## src/rtl/kpe_ram.sv

```systemverilog
// Generic simple dual-port RAM with registered, enabled read.
module kpe_ram #(
  parameter int WIDTH = 32,
  parameter int DEPTH = 64,
  localparam int AW = (DEPTH > 1) ? $clog2(DEPTH) : 1
) (
  input  logic             clk_i,
  input  logic             we_i,
  input  logic [AW-1:0]    waddr_i,
  input  logic [WIDTH-1:0] wdata_i,
  input  logic             re_i,
  input  logic [AW-1:0]    raddr_i,
  output logic [WIDTH-1:0] rdata_o
);

  logic [WIDTH-1:0] mem_q [DEPTH];
  logic [WIDTH-1:0] rdata_q;

  always_ff @(posedge clk_i) begin
    if (we_i) begin
      mem_q[waddr_i] <= wdata_i;
    end
    if (re_i) begin
      rdata_q <= mem_q[raddr_i];
    end
  end

  assign rdata_o = rdata_q;

endmodule

```

## config.mk

```make
export PLATFORM = sky130hd
export DESIGN_NAME = kpe_ram
export DESIGN_NICKNAME = d
export VERILOG_FILES = /design/src/rtl/kpe_ram.sv
export SDC_FILE = /design/constraint.sdc
export NUM_CORES = 2
export LEC_CHECK = 0
export ABC_CLOCK_PERIOD_IN_PS = 5450
export BUFFER_PORTS_ARGS = -buffer_cell sky130_fd_sc_hd__buf_2
export CORE_MARGIN = 5
export CORE_UTILIZATION = 55
export DETAILED_ROUTE_END_ITERATION = 12
export PLACE_DENSITY = 0.71
export SYNTH_ARGS = -nofsm -noshare
export SYNTH_HDL_FRONTEND = slang
export SYNTH_SLANG_ARGS = --single-unit
```

## constraint.sdc

```tcl
create_clock -name clk_i -period 5.45 [get_ports clk_i]
set_clock_uncertainty 0.15 [all_clocks]
set_input_delay 0.2725 -clock clk_i [delete_from_list [all_inputs] [get_ports clk_i]]
set_output_delay 0.2725 -clock clk_i [all_outputs]
set_load 0.01 [all_outputs]
```

==> impl_results.html <==
<table>
<tr><th>Metric</th><th>Value</th></tr>
<tr><th colspan="2">Logic synthesis</th></tr>
<tr><td>Synth unique cells</td><td>33</td></tr>
<tr><td>Yosys warning count</td><td>0</td></tr>
<tr><td>Post-Synthesis Cell Area</td><td>about 0.08 mm²</td></tr>
<tr><td>Count of state elements after synthesis</td><td>roughly 2100</td></tr>
<tr><td>Sequential area share after synthesis</td><td>0.792</td></tr>
<tr><td>Syn_nets</td><td>~3400</td></tr>
<tr><td>Mapped Cells</td><td>about 3300</td></tr>
<tr><td>Most numerous cell types in the synthesized netlist</td><td>sky130_fd_sc_hd__edfxtp_1 (2080), sky130_fd_sc_hd__mux4_2 (544), sky130_fd_sc_hd__nor2_1 (137)</td></tr>
<tr><td>Most frequent cell after synthesis</td><td>sky130_fd_sc_hd__edfxtp_1</td></tr>
<tr><td>Number of enable-type register cells in the synthesized netlist</td><td>approximately 2100</td></tr>
<tr><td>Cell type with the largest total area after synthesis</td><td>sky130_fd_sc_hd__edfxtp_1</td></tr>
<tr><td>Post-synthesis async set-or-reset flop share</td><td>0</td></tr>
<tr><td>Dominant register cell in the synthesized netlist</td><td>sky130_fd_sc_hd__edfxtp_1</td></tr>
<tr><td>Top cells by area, synth</td><td>sky130_fd_sc_hd__edfxtp_1 (79%), sky130_fd_sc_hd__mux4_2 (16%), sky130_fd_sc_hd__mux2i_1 (1.2%)</td></tr>
<tr><td>Mean Syn Cell Area</td><td>23.7 µm²</td></tr>
<tr><td>Fraction of synthesized cell area taken by the top area cell type</td><td>0.792</td></tr>
<tr><th colspan="2">STA</th></tr>
<tr><td>Setup repair after global routing missed its margin</td><td>false</td></tr>
<tr><td>Share of the cycle needed by the critical path after routing</td><td>0.619</td></tr>
<tr><td>Relative slew slack</td><td>0.107</td></tr>
<tr><td>Number of hold violations in the final report</td><td>0</td></tr>
<tr><td>FMAX</td><td>296 MHz</td></tr>
<tr><td>Total negative setup slack</td><td>0 ps</td></tr>
<tr><td>Total count of max-transition violations in the final report</td><td>0</td></tr>
<tr><td>Number of setup violations in the final report</td><td>0</td></tr>
<tr><td>Tightest Pin Transition</td><td>between 1000 and 1500 ps</td></tr>
<tr><td>Min Tclk post-route</td><td>roughly 3400 ps</td></tr>
<tr><th colspan="2">Global routing</th></tr>
<tr><td>Total congestion overflow after global routing</td><td>0</td></tr>
<tr><td>Aggregate global-route resource usage</td><td>0.264</td></tr>
<tr><td>Global-route wire length before repair</td><td>280000 µm</td></tr>
<tr><td>Number of global-route vias before repair</td><td>approximately 38000</td></tr>
<tr><td>Number of antenna violations at the first check in global routing</td><td>21</td></tr>
<tr><td>Largest net degree at the start of global routing</td><td>between 100 and 150</td></tr>
<tr><th colspan="2">Clock network</th></tr>
<tr><td>Longest Clk Path Bufs</td><td>3</td></tr>
<tr><td>Latest clock arrival within the worst-skew pair</td><td>between 800 and 900 ps</td></tr>
<tr><td>CTS HTree Levels</td><td>4</td></tr>
<tr><td>Number of buffers inserted during clock tree synthesis</td><td>198</td></tr>
<tr><td>CTS tree</td><td>done</td></tr>
<tr><td>PostCTS Resize Cnt</td><td>0</td></tr>
<tr><td>Clk sink count</td><td>roughly 2100</td></tr>
<tr><td>Buffer cell driving the clock tree root</td><td>sky130_fd_sc_hd__clkbuf_16</td></tr>
<tr><td>Clock slew at reported path FFs</td><td>60 ps</td></tr>
<tr><th colspan="2">Die</th></tr>
<tr><td>Floorplan die height</td><td>around 400 µm</td></tr>
<tr><td>Starting utilization of the core area</td><td>0.551</td></tr>
<tr><td>Area of the die</td><td>roughly 0.15 mm²</td></tr>
<tr><td>Die width</td><td>between 300 and 400 µm</td></tr>
<tr><td>Std-Cell Rows</td><td>139</td></tr>
<tr><td># IOs</td><td>79</td></tr>
<tr><td>Core Area</td><td>between 0.1 and 0.15 mm²</td></tr>
<tr><th colspan="2">Pwr</th></tr>
<tr><td>Power density normalized to cell area</td><td>about 370 mW/mm²</td></tr>
<tr><td>Leakage power</td><td>27.6 nW</td></tr>
<tr><td>Peak ir drop on the vdd network</td><td>roughly 340 µV</td></tr>
<tr><th colspan="2">Setup path</th></tr>
<tr><td>Kind of critical path</td><td>in -&gt; reg</td></tr>
<tr><td>Worst Path Arrival</td><td>around 3700 ps</td></tr>
<tr><td>Sort of element at the start of the critical path</td><td>primary input</td></tr>
<tr><td>Data required time at the worst endpoint</td><td>slightly below 6000 ps</td></tr>
<tr><td>Critical Path Fanout Max</td><td>71</td></tr>
<tr><td>Critical Path Sink Type</td><td>flip-flop</td></tr>
<tr><th colspan="2">Cells and area</th></tr>
<tr><td>Post-route design area</td><td>just under 0.09 mm²</td></tr>
<tr><td>Relative area change from synthesis to final layout</td><td>12.8%</td></tr>
<tr><td>Fraction of final layout cells with drive strength greater than 1</td><td>0.294</td></tr>
<tr><td>Net total in the final layout</td><td>3624</td></tr>
<tr><th colspan="2">Placed design</th></tr>
<tr><td>Quantity of I/O buffers inserted on ports</td><td>78</td></tr>
<tr><td>Placement-stage cell area</td><td>about 0.082 mm²</td></tr>
<tr><td>Last weighted congestion value of the routability-driven placer</td><td>around 0.8</td></tr>
<tr><td>Post-DP HPWL</td><td>~110000 µm</td></tr>
<tr><th colspan="2">Detailed routing</th></tr>
<tr><td>Final routed wirelength across all metal layers</td><td>198000 µm</td></tr>
<tr><td>Average routed wire per standard cell</td><td>~35 µm</td></tr>
<tr><td>First DRT Iteration DRCs</td><td>between 5000 and 6000</td></tr>
<tr><td>Vias per cell</td><td>6.63</td></tr>
<tr><td>Number of iterations in the first detailed-routing pass</td><td>6</td></tr>
<tr><td>Number of design rule violations left after detail routing</td><td>0</td></tr>
<tr><td>DR vias</td><td>roughly 37000</td></tr>
<tr><td>Residual antenna-violating net count after detailed routing</td><td>0</td></tr>
<tr><th colspan="2">Hold path</th></tr>
<tr><td>Hold Path Class</td><td>in -&gt; reg</td></tr>
<tr><th colspan="2">Flow run</th></tr>
<tr><td>Max-cap violations</td><td>0</td></tr>
<tr><th colspan="2">Outcome</th></tr>
<tr><td>Status</td><td>completed</td></tr>
</table>
-- flip-flops by register name, indices dropped and copies added (netlist names) --
register and flops:
mem_q 2048, rdata_o 32
-- worst paths after layout --
check,depth (start not counted),startpoint,slack (ps),end
setup / recovery,7,raddr_i[0],2070,rdata_o[13]
setup reg to reg,4,mem_q[15][13],2570,rdata_o[13]
hold / removal,2,wdata_i[1],70,mem_q[42][1]
hold reg to reg,4,mem_q[28][4],700,rdata_o[4]
-- kinds of logic after synthesis --
group,after synthesis,synth area share
flip-flops,2080,0.792
multiplexers,637,0.167
AND/OR/NAND/NOR,223,0.0126
AO/OA/AOI/OAI,202,0.0167
buffers and inverters,182,0.0112
-- worst max-delay path, stage by stage --
cell and delay, ps:
sky130_fd_sc_hd__buf_8 650, sky130_fd_sc_hd__buf_12 260, sky130_fd_sc_hd__buf_4 270, sky130_fd_sc_hd__mux4_2 540, sky130_fd_sc_hd__mux4_2 520, sky130_fd_sc_hd__o22ai_1 760
sky130_fd_sc_hd__nor2_1 280
-- metrics by stage --
| stage | setup slack, ps | power [mW] | cells | hold WS [ps] | utilization |
|---|---|---|---|---|---|
| final | 2070 | 32.8 | 5651 | 68.9 | 0.622 |
| after floorplan | 1870 | 19.0 | 3324 | 221 | - |
| after global placement | 1320 | 19.7 | 5262 | 559 | 0.577 |
| after global routing | 2080 | 33.7 | 5646 | 46.0 | 0.622 |
| after CTS | 2170 | 32.9 | 5644 | 10.2 | 0.622 |
| after detailed placement | 1320 | 19.8 | 5262 | 559 | 0.577 |
-- layout make-up --
| type | instances | area [µm²] |
|---|---|---|
| antenna | 7 | 17.5 |
| clock buffer | 251 | 5260 |
| clock inverter | 113 | 1010 |
| fill | 9469 | 54000 |
| multi-input combinational | 1062 | 16000 |
| sequential | 2080 | 62500 |
| tap | 1903 | 2380 |
| timing repair buffer | 235 | 1820 |
-- report_power, final --
group          switching (mW)  leakage, nW  internal, mW
Clock                    5.74         3.07          7.61
Combinational            1.03         5.84         0.594
Sequential             0.0639         18.7          17.8
-- routing by layer --
metal  global-route usage  routed length [µm]  vias to the layer above
li1                     -                   -                    14800
met1                0.378               72900                    19900
met3               0.0706               24600                      315
met5                    0                  44                        -
met2                0.405               93900                     2446
met4               0.0841                6610                        6
-- cell usage in the layout (no fill, tap or decap), drive strengths merged, types with 12 or more instances in the layout --
cell         Yosys  routed
a22oi           12      12
mux2i           93      93
o22ai           84      84
a21oi           62      62
edfxtp        2080    2080
dlygate4sd3      0      18
nor2b           15      15
nor2           137     137
nand2           26      26
mux4           544     544
buf            108     217
o221ai          27      27
bufinv           0      17
clkbuf          74     251
clkinv           0      85
-- repair_timing --
item                                   in CTS  in global routing
setup buffers                               0                  0
endpoints found under the hold margin     567                  0
hold buffers                               18                  0
No activity file was read; power rests on OpenSTA's default activity.
